[src/design/pfgl_pkg.sv]
package pfgl_pkg;

	localparam int IN_W              = 16;
	localparam int ID_W              = 2;
	localparam int PRIME_OUT_W       = 16;
	localparam int EXP_OUT_W         = 5;
	localparam int PROD_W            = 32;
	localparam int S_DATA_W          = 32;
	localparam int M_DATA_W          = 56;
	localparam int RESULT_LIMIT      = 34;
	localparam int K_W               = 6;
	localparam int DEF_OPERAND_WIDTH = 16;
	localparam int DEF_MAX_PRIMES    = 8;

	localparam logic [ID_W-1:0] LIST_A   = 2'd0;
	localparam logic [ID_W-1:0] LIST_B   = 2'd1;
	localparam logic [ID_W-1:0] LIST_GCD = 2'd2;
	localparam logic [ID_W-1:0] LIST_LCM = 2'd3;

endpackage

[src/design/prime_factor_gcd_lcm_core.sv]
// Factoring: each operand is divided by trial divisors counting up from 2, while the
// divisor's square does not exceed the remaining value, in the shared bit-serial divider,
// one pass per trial divisor and per exact division; the list products are then built in
// the multiplier, one multiply per exponent unit. One request at a time: s_tready is high
// only between requests, so a new request is taken only once the previous one is finished.
// Reset: arst_n clears the sequencer, counters and output valid asynchronously.
module prime_factor_gcd_lcm_core
	import pfgl_pkg::*;
#(
	parameter int OPERAND_WIDTH = DEF_OPERAND_WIDTH,
	parameter int MAX_PRIMES    = DEF_MAX_PRIMES
) (
	input  logic                clk,
	input  logic                arst_n,
	input  logic                s_tvalid,
	output logic                s_tready,
	input  logic [S_DATA_W-1:0] s_tdata,  // operand_a[15:0], operand_b[31:16]
	output logic                m_tvalid,
	input  logic                m_tready,
	output logic [M_DATA_W-1:0] m_tdata,  // list_id, prime, exponent, product, zero pad
	output logic                m_tlast
);

	localparam int W     = OPERAND_WIDTH;
	localparam int IDX_W = $clog2(MAX_PRIMES);
	localparam int CNT_W = $clog2(MAX_PRIMES + 1);
	localparam int EXP_W = $clog2(W + 1);
	localparam int SQ_W  = W + 2;
	localparam int DC_W  = $clog2(W);

	typedef enum logic [4:0] {
		S_IDLE = 5'b00001,
		S_CHK  = 5'b00010,
		S_DIV  = 5'b00100,
		S_SEL  = 5'b01000,
		S_MUL  = 5'b10000
	} state_t;

	state_t state_q;

	logic [W-1:0]     ap_q [MAX_PRIMES];
	logic [EXP_W-1:0] ae_q [MAX_PRIMES];
	logic [W-1:0]     bp_q [MAX_PRIMES];
	logic [EXP_W-1:0] be_q [MAX_PRIMES];
	logic [CNT_W-1:0] a_cnt_q, b_cnt_q;

	logic             op_q;
	logic [W-1:0]     bhold_q, n_q, d_q, quo_q;
	logic [W:0]       rem_q;
	logic [SQ_W-1:0]  sq_q;
	logic [EXP_W-1:0] e_q;
	logic [DC_W-1:0]  dc_q;

	logic [ID_W-1:0]  lid_q;
	logic [CNT_W-1:0] ia_q, ib_q;
	logic [PROD_W-1:0] prod_q;
	logic [W-1:0]     mulp_q;
	logic [EXP_W-1:0] mulc_q;
	logic [K_W-1:0]   k_q;

	logic              ov_q, ol_q;
	logic [ID_W-1:0]   oid_q;
	logic [PRIME_OUT_W-1:0] op16_q;
	logic [EXP_OUT_W-1:0]   oe_q;
	logic [PROD_W-1:0] oprod_q;

	logic [31:0] a32, b32;
	assign a32 = {{(32-IN_W){1'b0}}, s_tdata[IN_W-1:0]};
	assign b32 = {{(32-IN_W){1'b0}}, s_tdata[2*IN_W-1:IN_W]};

	// divider step
	logic [W:0]   rs, rdiff;
	logic         qbit;
	logic [W:0]   rem_nx;
	logic [W-1:0] quo_nx;
	always_comb begin
		rs     = {rem_q[W-1:0], quo_q[W-1]};
		rdiff  = rs - {1'b0, d_q};
		qbit   = (rs >= {1'b0, d_q});
		rem_nx = qbit ? rdiff : rs;
		quo_nx = {quo_q[W-2:0], qbit};
	end

	logic [CNT_W-1:0] cur_cnt;
	assign cur_cnt = op_q ? b_cnt_q : a_cnt_q;

	logic             wr_en;
	logic [W-1:0]     wr_p;
	logic [EXP_W-1:0] wr_e;
	always_comb begin
		wr_en = 1'b0;
		wr_p  = d_q;
		wr_e  = e_q;
		if (state_q == S_CHK && !(sq_q <= {2'b0, n_q})) begin
			wr_en = (n_q > W'(1)) && (cur_cnt < CNT_W'(MAX_PRIMES));
			wr_p  = n_q;
			wr_e  = EXP_W'(1);
		end else if (state_q == S_DIV && dc_q == DC_W'(W - 1) && rem_nx != '0) begin
			wr_en = (e_q != '0) && (cur_cnt < CNT_W'(MAX_PRIMES));
		end
	end

	always_ff @(posedge clk) begin
		if (wr_en) begin
			if (op_q) begin
				bp_q[cur_cnt[IDX_W-1:0]] <= wr_p;
				be_q[cur_cnt[IDX_W-1:0]] <= wr_e;
			end else begin
				ap_q[cur_cnt[IDX_W-1:0]] <= wr_p;
				ae_q[cur_cnt[IDX_W-1:0]] <= wr_e;
			end
		end
	end

	// list walk
	logic             a_ok, b_ok, eqp, take_a, done, emit;
	logic [W-1:0]     pa, pb, ent_p;
	logic [EXP_W-1:0] ea, eb, ent_e;
	logic             adv_a, adv_b;
	always_comb begin
		a_ok   = ia_q < a_cnt_q;
		b_ok   = ib_q < b_cnt_q;
		pa     = ap_q[ia_q[IDX_W-1:0]];
		ea     = ae_q[ia_q[IDX_W-1:0]];
		pb     = bp_q[ib_q[IDX_W-1:0]];
		eb     = be_q[ib_q[IDX_W-1:0]];
		eqp    = a_ok && b_ok && (pa == pb);
		take_a = !b_ok || (a_ok && pa < pb);
		done   = 1'b0;
		emit   = 1'b1;
		ent_p  = pa;
		ent_e  = ea;
		adv_a  = 1'b0;
		adv_b  = 1'b0;
		unique case (lid_q)
			LIST_A: begin
				done  = !a_ok;
				adv_a = 1'b1;
			end
			LIST_B: begin
				done  = !b_ok;
				ent_p = pb;
				ent_e = eb;
				adv_b = 1'b1;
			end
			default: begin
				done = !a_ok && !b_ok;
				if (eqp) begin
					ent_e = (lid_q == LIST_GCD) ? ((ea < eb) ? ea : eb) : ((ea < eb) ? eb : ea);
					adv_a = 1'b1;
					adv_b = 1'b1;
				end else if (take_a) begin
					emit  = (lid_q == LIST_LCM);
					adv_a = 1'b1;
				end else begin
					emit  = (lid_q == LIST_LCM);
					ent_p = pb;
					ent_e = eb;
					adv_b = 1'b1;
				end
			end
		endcase
	end

	logic need_out;
	assign need_out = done || emit;

	logic [31:0] ent_p32, mulp32;
	logic [63:0] mprod;
	assign ent_p32 = {{(32-W){1'b0}}, ent_p};
	assign mulp32  = {{(32-W){1'b0}}, mulp_q};
	assign mprod   = prod_q * mulp32;

	always_ff @(posedge clk or negedge arst_n) begin
		if (!arst_n) begin
			state_q <= S_IDLE;
			ov_q    <= 1'b0;
			a_cnt_q <= '0;
			b_cnt_q <= '0;
			k_q     <= '0;
		end else begin
			if (ov_q && m_tready) begin
				ov_q <= 1'b0;
			end
			unique case (state_q)
				S_IDLE: begin
					if (s_tvalid) begin
						n_q     <= a32[W-1:0];
						bhold_q <= b32[W-1:0];
						op_q    <= 1'b0;
						d_q     <= W'(2);
						sq_q    <= SQ_W'(4);
						e_q     <= '0;
						a_cnt_q <= '0;
						state_q <= S_CHK;
					end
				end
				S_CHK: begin
					if (sq_q <= {2'b0, n_q}) begin
						quo_q   <= n_q;
						rem_q   <= '0;
						dc_q    <= '0;
						state_q <= S_DIV;
					end else begin
						if (wr_en) begin
							if (op_q) b_cnt_q <= b_cnt_q + 1'b1;
							else a_cnt_q <= a_cnt_q + 1'b1;
						end
						if (!op_q) begin
							op_q    <= 1'b1;
							n_q     <= bhold_q;
							d_q     <= W'(2);
							sq_q    <= SQ_W'(4);
							e_q     <= '0;
							b_cnt_q <= '0;
						end else begin
							lid_q   <= LIST_A;
							ia_q    <= '0;
							ib_q    <= '0;
							prod_q  <= PROD_W'(1);
							k_q     <= '0;
							state_q <= S_SEL;
						end
					end
				end
				S_DIV: begin
					if (dc_q == DC_W'(W - 1)) begin
						if (rem_nx == '0) begin
							n_q   <= quo_nx;
							quo_q <= quo_nx;
							rem_q <= '0;
							dc_q  <= '0;
							e_q   <= e_q + 1'b1;
						end else begin
							if (wr_en) begin
								if (op_q) b_cnt_q <= b_cnt_q + 1'b1;
								else a_cnt_q <= a_cnt_q + 1'b1;
							end
							d_q     <= d_q + 1'b1;
							sq_q    <= sq_q + {1'b0, d_q, 1'b0} + SQ_W'(1);
							e_q     <= '0;
							state_q <= S_CHK;
						end
					end else begin
						rem_q <= rem_nx;
						quo_q <= quo_nx;
						dc_q  <= dc_q + 1'b1;
					end
				end
				S_SEL: begin
					if (!(need_out && ov_q)) begin
						if (need_out) begin
							if (k_q < K_W'(RESULT_LIMIT)) begin
								ov_q <= 1'b1;
								k_q  <= k_q + 1'b1;
							end
							oid_q <= lid_q;
							if (done) begin
								op16_q  <= PRIME_OUT_W'(1);
								oe_q    <= '0;
								oprod_q <= prod_q;
								ol_q    <= (lid_q == LIST_LCM);
							end else begin
								op16_q  <= ent_p32[PRIME_OUT_W-1:0];
								oe_q    <= EXP_OUT_W'(ent_e);
								oprod_q <= '0;
								ol_q    <= 1'b0;
							end
						end
						if (done) begin
							if (lid_q == LIST_LCM) begin
								state_q <= S_IDLE;
							end else begin
								lid_q  <= lid_q + 1'b1;
								ia_q   <= '0;
								ib_q   <= '0;
								prod_q <= PROD_W'(1);
							end
						end else begin
							if (adv_a) ia_q <= ia_q + 1'b1;
							if (adv_b) ib_q <= ib_q + 1'b1;
							if (emit) begin
								mulp_q  <= ent_p;
								mulc_q  <= ent_e;
								state_q <= S_MUL;
							end
						end
					end
				end
				S_MUL: begin
					prod_q <= mprod[PROD_W-1:0];
					mulc_q <= mulc_q - 1'b1;
					if (mulc_q == EXP_W'(1)) begin
						state_q <= S_SEL;
					end
				end
				default: state_q <= S_IDLE;
			endcase
		end
	end

	assign s_tready = (state_q == S_IDLE);
	assign m_tvalid = ov_q;
	assign m_tlast  = ol_q;
	assign m_tdata  = {1'b0, oprod_q, oe_q, op16_q, oid_q};

endmodule

[config.mk]
export PLATFORM = sky130hd
export DESIGN_NAME = prime_factor_gcd_lcm_core
export DESIGN_NICKNAME = d
export VERILOG_FILES = /design/src/design/pfgl_pkg.sv /design/src/design/prime_factor_gcd_lcm_core.sv
export SDC_FILE = /design/constraint.sdc
export NUM_CORES = 2
export LEC_CHECK = 0
export BUFFER_PORTS_ARGS = -buffer_cell sky130_fd_sc_hd__buf_2
export CAP_MARGIN = 20
export CELL_PAD_IN_SITES_DETAIL_PLACEMENT = 1
export CELL_PAD_IN_SITES_GLOBAL_PLACEMENT = 2
export CORE_MARGIN = 2
export CORE_UTILIZATION = 40
export DETAILED_ROUTE_END_ITERATION = 7
export GPL_TIMING_DRIVEN = 0
export PLACE_DENSITY = 0.76
export SLEW_MARGIN = 15
export SYNTH_ARGS = -nofsm -noshare
export SYNTH_HDL_FRONTEND = slang
export SYNTH_SLANG_ARGS = --single-unit
[constraint.sdc]
create_clock -name clk -period 11.7 [get_ports clk]
set_clock_uncertainty 0.1 [all_clocks]
set_input_delay 1.755 -clock clk [delete_from_list [all_inputs] [get_ports clk]]
set_output_delay 1.755 -clock clk [all_outputs]
set_load 0.01 [all_outputs]
* Yosys cells after proc, flatten, opt, wreduce, memory -nomap -nowiden
Memory sizes are Yosys's and may differ from the RTL's. A register that Yosys moved wholly into a read port is not among the register bits. Index checks and enable logic that the tools add are counted.
Operators by class: muxes and demuxes 136, order comparisons 9, equality and inequality tests 37, bitwise operators 2, $mul 1, add/subtract/negate cells 13, reduce and logical (&&, ||, !) cells 44
Operators with widths (number):
- 16-bit two-way mux | 18
- 32-bit two-way mux | 5
- 5-bit two-way mux | 24
- 4-bit two-way mux | 26
- 16-bit one-hot mux with 2 select lines | 3
- 16-bit one-hot mux with 3 select lines | 2
- 32-bit one-hot mux with 3 select lines | 1
- 18-bit two-way mux | 5
- 18-bit one-hot mux with 3 select lines | 1
- 7-bit AND reduction | 7
- 32-bit by 16-bit multiplier with 32-bit output | 1
- 4-bit one-hot mux with 2 select lines | 4
- 6-bit two-way mux | 5
- 2-bit != test, second input constant | 15
- 5-bit one-hot mux with 5 select lines | 1
- 1-bit two-way mux | 21
- 4-bit by 1-bit adder with 4-bit output, second input constant | 5
- 5-bit one-hot mux with 2 select lines | 2
- 18-bit by 1-bit adder with 18-bit output, second input constant | 1
- 18-bit by 17-bit adder with 18-bit output | 1
- 18-bit by 16-bit <= comparator with 1-bit output | 1
- 3-bit != test, second input constant | 6
- 17-bit by 16-bit greater-or-equal comparator with 1-bit output | 1
- 17-bit zero test | 1
- other kinds (46) | 85
Word-level totals: bits in registers 247, memories 4, word-level logic and storage cells 271, bits in writable memories 336
Memories:
- ap_q | depth 8, width 16, rd ports 1, clocked after Yosys merged registers in 1, wr ports 1, line prime_factor_gcd_lcm_core.sv:41 | logic [W-1:0] ap_q [MAX_PRIMES];
- bp_q | depth 8, width 16, rd ports 1, clocked after Yosys merged registers in 1, wr ports 1, line prime_factor_gcd_lcm_core.sv:43 | logic [W-1:0] bp_q [MAX_PRIMES];
- ae_q | depth 8, width 5, rd ports 1, clocked after Yosys merged registers in 1, wr ports 1, line prime_factor_gcd_lcm_core.sv:42 | logic [EXP_W-1:0] ae_q [MAX_PRIMES];
- be_q | depth 8, width 5, rd ports 1, clocked after Yosys merged registers in 1, wr ports 1, line prime_factor_gcd_lcm_core.sv:44 | logic [EXP_W-1:0] be_q [MAX_PRIMES];

* Depth between registers and ports, before layout
depth after elaboration 11, mapped depth 26, gate-level depth less buffers 24

* Worst setup path after synthesis
OpenSTA, ideal clock, no wires.
kind reg2reg, start point register mulp_q[2], end point register prod_q[30] (data pin), required time 11.332 ns, path slack 5.290 ns, stages on the path, launching flop included 25, clock period less this slack 6.410 ns, arrival 6.042 ns, cell sequence edfxtp_1 > clkbuf_1 > clkbuf_1 > nand2_1 > fa_1 > fa_1 > fa_1 > inv_1 > fa_1 > fa_1 > inv_1 > fa_1 > inv_1 > ha_1 > a21o_1 > a21o_1 > a21oi_1 > a21boi_0 > o21ai_0 > nand2b_1 > a221o_1 > a31oi_1 > and2_1 > o21ai_0 > nor3b_1
On the way: longest elaborated chain between the ends 2
Ends and longest elaborated chain:
- from (decl) | line prime_factor_gcd_lcm_core.sv:57 | logic [W-1:0] mulp_q;
- from (signal assigned) | line prime_factor_gcd_lcm_core.sv:283 | mulp_q <= ent_p;
- 32-bit by 16-bit multiplier with 32-bit output | line prime_factor_gcd_lcm_core.sv:172 | assign mprod = prod_q * mulp32;
- 32-bit one-hot mux with 3 select lines | line prime_factor_gcd_lcm_core.sv:185 | unique case (state_q)
- to (signal assigned) | line prime_factor_gcd_lcm_core.sv:291 | prod_q <= mprod[PROD_W-1:0];
- to (decl) | line prime_factor_gcd_lcm_core.sv:56 | logic [PROD_W-1:0] prod_q;
No other way between the ends. A chain may end at the register's enable or synchronous reset.

* Worst setup path after layout
start point register mulp_q[7], end point register prod_q[31] (data pin)
Same word-level chain as after synthesis.

==> impl_metrics.json <==
{
  "fin_area_um2": 42440,
  "grt_pass1_vias": 27096,
  "worst_pin_slew_ns": 1.038,
  "cp_max_fo": 10,
  "first_iter_violations": 2032,
  "initial_core_util_pct": 40.28,
  "totalWireLength_um": 112000,
  "fillCellCount": 9799,
  "clkPwrFrac_pct": 15.2,
  "ctsHoldBuffers": 0,
  "rsz0062_at_grt": "no",
  "outcome": "completed",
  "grt_overflow_total": 0,
  "antenna_found_initial": 10,
  "yosysSeqAreaShare_pct": 46.77,
  "cp-end-kind": "flip-flop",
  "dp_cells": 4459,
  "postPlaceCellArea_um2": 40280,
  "p_comb_share_pct": 63.3,
  "setup-violations-final": 0,
  "dieArea_um2": 96160,
  "p_int_mw": 7.401,
  "die_width_um": 310.1,
  "cts_tree": "built",
  "clk_latency_ns": 0.62,
  "worstHoldStart": "k_q[5]",
  "ys_ff_latch": 589,
  "routabilityCongestion": 0.9002,
  "clock_path_buffers": 3,
  "power_switching_mw": 6.306,
  "grt_max_degree": 29,
  "drive_gt1_share_pct": 12.59,
  "period_share_pct": 66.90,
  "fin_nets": 3773,
  "max_freq_ghz": 0.1278,
  "cts_sinks": 589,
  "cts_root_buf": "clkbuf_16",
  "r2r_start": "mulp_q[7]",
  "setup_tns_ns": 0,
  "holdCritPathClass": "reg2reg",
  "drt_pre_antenna_iters": 5,
  "ioPinCount": 95,
  "antenna_left": 0,
  "crit_required_ns": 11.93,
  "grt.total_usage_pct": 24.09,
  "syn2layout_area_growth_pct": 13.25,
  "max-cap-violations": 0,
  "synth_edf_count": 563,
  "p_leak_nw": 16.74,
  "cts_setup_buffers": 0,
  "max-slew-margin-rel_pct": 30.82,
  "avgViaCountPerCell": 5.383,
  "core_area_um2": 93050,
  "wl_per_cell_um": 24.47,
  "finalPower_mw": 13.71,
  "row_count": 112,
  "drc": 0,
  "clk_pin_slew_ns": 0.07,
  "crit_type": "reg2reg",
  "synthArstFlopShare_pct": 3.396,
  "fin_hold_ws_ns": 0.4036,
  "grt_use_met1_pct": 32.82,
  "synth_flop_cell": "edfxtp_1",
  "period_needed_ns": 7.827,
  "cts-resized-gates": 0,
  "slew_violations": 0,
  "syn_area_um2": 37480,
  "synth_fp_nets": 3550,
  "syn_avg_cell_area_um2": 12.27,
  "critPathLaunchType": "flip-flop",
  "vias": 24633,
  "dp_hpwl_um": 87620,
  "grt_util_met2_pct": 39.83,
  "yosys.cell_types.count": 75,
  "layoutNonFillerInstCount": 4576,
  "ir_drop_uv": 381.2,
  "ctsHtreeMaxLevel": 3,
  "synthCells": 3054,
  "numPortBuffers": 93,
  "seqPwrFrac_pct": 21.5,
  "numCtsBuffers": 66,
  "grt_pass1_wl_um": 170800,
  "top_usage_layer": "met2",
  "powerDensity_nw_per_um2": 322.9,
  "p_sw_share_pct": 46.01,
  "die_height_um": 310.1,
  "yosys_warnings": 0,
  "use_met3_pct": 3.583,
  "crit_arrival_ns": 8.06,
  "worstSetupStartpoint": "mulp_q[7]",
  "hold_violations": 0
}
critical path: stages, from the launching register on:
cell      delay (ns)
edfxtp_1        0.60
clkbuf_1        0.74
nand2_1         0.18
fa_1            0.57
inv_1           0.05
fa_1            0.50
inv_1           0.06
fa_1            0.53
inv_1           0.05
fa_1            0.48
fa_1            0.50
inv_1           0.05
fa_1            0.47
inv_1           0.04
ha_1            0.36
nand2_1         0.10
nor3_1          0.20
a211oi_1        0.11
clkbuf_4        0.22
o31ai_1         0.74
a211oi_1        0.27
o21bai_1        0.25
a21oi_1         0.12
xnor2_1         0.16
nor2_1          0.05
synthesized netlist by cell type, types with 16 or more instances:
library cell | n | area share [%]
mux4_2 | 84 | 5.0
a21oi_1 | 73 | 0.97
mux2i_1 | 34 | 0.91
and2_1 | 208 | 3.5
xor2_1 | 38 | 0.89
clkbuf_1 | 102 | 1.0
nand2_1 | 374 | 3.7
mux2_2 | 27 | 0.81
dfrtp_1 | 19 | 1.3
o2bb2ai_1 | 16 | 0.37
nand3_1 | 45 | 0.60
nor2b_1 | 16 | 0.27
nor2_1 | 153 | 1.5
nor3_1 | 26 | 0.35
inv_1 | 400 | 4.0
xnor2_1 | 66 | 1.5
ha_1 | 154 | 5.1
edfxtp_1 | 563 | 45
o21ai_0 | 73 | 0.97
fa_1 | 306 | 16
a21o_1 | 37 | 0.74
worst paths after layout:
check	endpoint	cells past startpoint	slack, ns
max in group asynchronous	state_q[3]	1	10.00
hold reg to reg	k_q[5]	2	0.40
min in group asynchronous	state_q[4]	1	1.08
setup reg to reg	prod_q[31]	24	3.87
hold / removal	k_q[5]	2	0.40
setup / recovery	prod_q[31]	24	3.87
through the flow:
step,utilization (%),setup WS [ns]
finish,45.61,3.873
global placement,42.46,2.440
floorplan,-,5.290
CTS,45.56,3.360
global route,45.61,3.415
detailed placement,43.28,3.415
flip-flops by register name, indices dropped and copies added (netlist names), 16 cells and up, named ones only:
signal	flops
ap_q	128
bp_q	128
ae_q	40
be_q	40
oprod_q	32
prod_q	32
sq_q	18
bhold_q	16
d_q	16
mulp_q	16
n_q	16
op16_q	16
quo_q	16
rem_q	16
kinds of logic (layout without fill, tap and decap cells):
logic type | count (synthesis) | after routing | synth area share, %
AND/OR/NAND/NOR | 930 | 930 | 11.93
flip-flops | 589 | 589 | 46.77
buffers and inverters | 523 | 790 | 5.271
adder cells (fa/ha/maj) | 460 | 460 | 21.49
AO/OA/AOI/OAI | 301 | 301 | 5.308
multiplexers | 146 | 146 | 6.797
XOR/XNOR | 104 | 104 | 2.430
other | 1 | 2 | 0.01001
area by class of cell:
type / instances / area (um2) / area share [%]
diodes: 1 / 2.502 / 0.005896
plain buffers: 123 / 474.2 / 1.117
clock buffers: 78 / 1748 / 4.118
clock inverters: 34 / 371.6 / 0.8755
inverters: 400 / 1501 / 3.538
multi-input cells: 1942 / 18150 / 42.77
flip-flops and latches: 589 / 17530 / 41.30
well taps: 1254 / 1569 / 3.697
repair buffers: 155 / 1094 / 2.577
per-layer routing:
metal / share of wire (%) / routed length, um / vias up
li1: - / - / 10853
met1: 43 / 47900 / 12854
met2: 48 / 53630 / 752
met3: 6.1 / 6841 / 174
met4: 3.2 / 3586 / 0
met5: 0 / 0 / -
power groups by stage:
stage	clock, mW	combinational, mW	sequential [mW]
5_1_grt	2.18	9.79	2.97
6_report	2.08	8.68	2.95
3_3_place_gp	0	8.26	3.01
3_5_place_dp	0	8.64	2.99
4_1_cts	2.12	8.73	2.95
2_1_floorplan	0	6.01	2.91
placed cells by master (no fill, tap or decap), types with 13 or more instances in the layout:
| master | Yosys | routed |
|---|---|---|
| buf_6 | 0 | 14 |
| mux2_2 | 27 | 27 |
| nor3_1 | 26 | 19 |
| and3_1 | 15 | 14 |
| nand3_1 | 45 | 45 |
| xor2_1 | 38 | 38 |
| ha_1 | 154 | 154 |
| fa_1 | 306 | 306 |
| dfrtp_1 | 19 | 19 |
| o2bb2ai_1 | 16 | 16 |
| edfxtp_1 | 563 | 563 |
| mux4_2 | 84 | 84 |
| buf_2 | 4 | 104 |
| a21o_1 | 37 | 37 |
| nand2b_1 | 15 | 15 |
| or3_1 | 15 | 15 |
| nand4_1 | 15 | 15 |
| and2_1 | 208 | 208 |
| nor2b_1 | 16 | 13 |
| nor2_1 | 153 | 149 |
| inv_1 | 400 | 400 |
| mux2i_1 | 34 | 34 |
| buf_1 | 15 | 15 |
| o21ai_0 | 73 | 57 |
| clkbuf_1 | 102 | 110 |
| xnor2_1 | 66 | 66 |
| buf_4 | 2 | 31 |
| a21oi_1 | 73 | 72 |
| nand2_1 | 374 | 374 |
| clkbuf_16 | 0 | 67 |
Note: power is estimated with default switching activity, not from simulation.
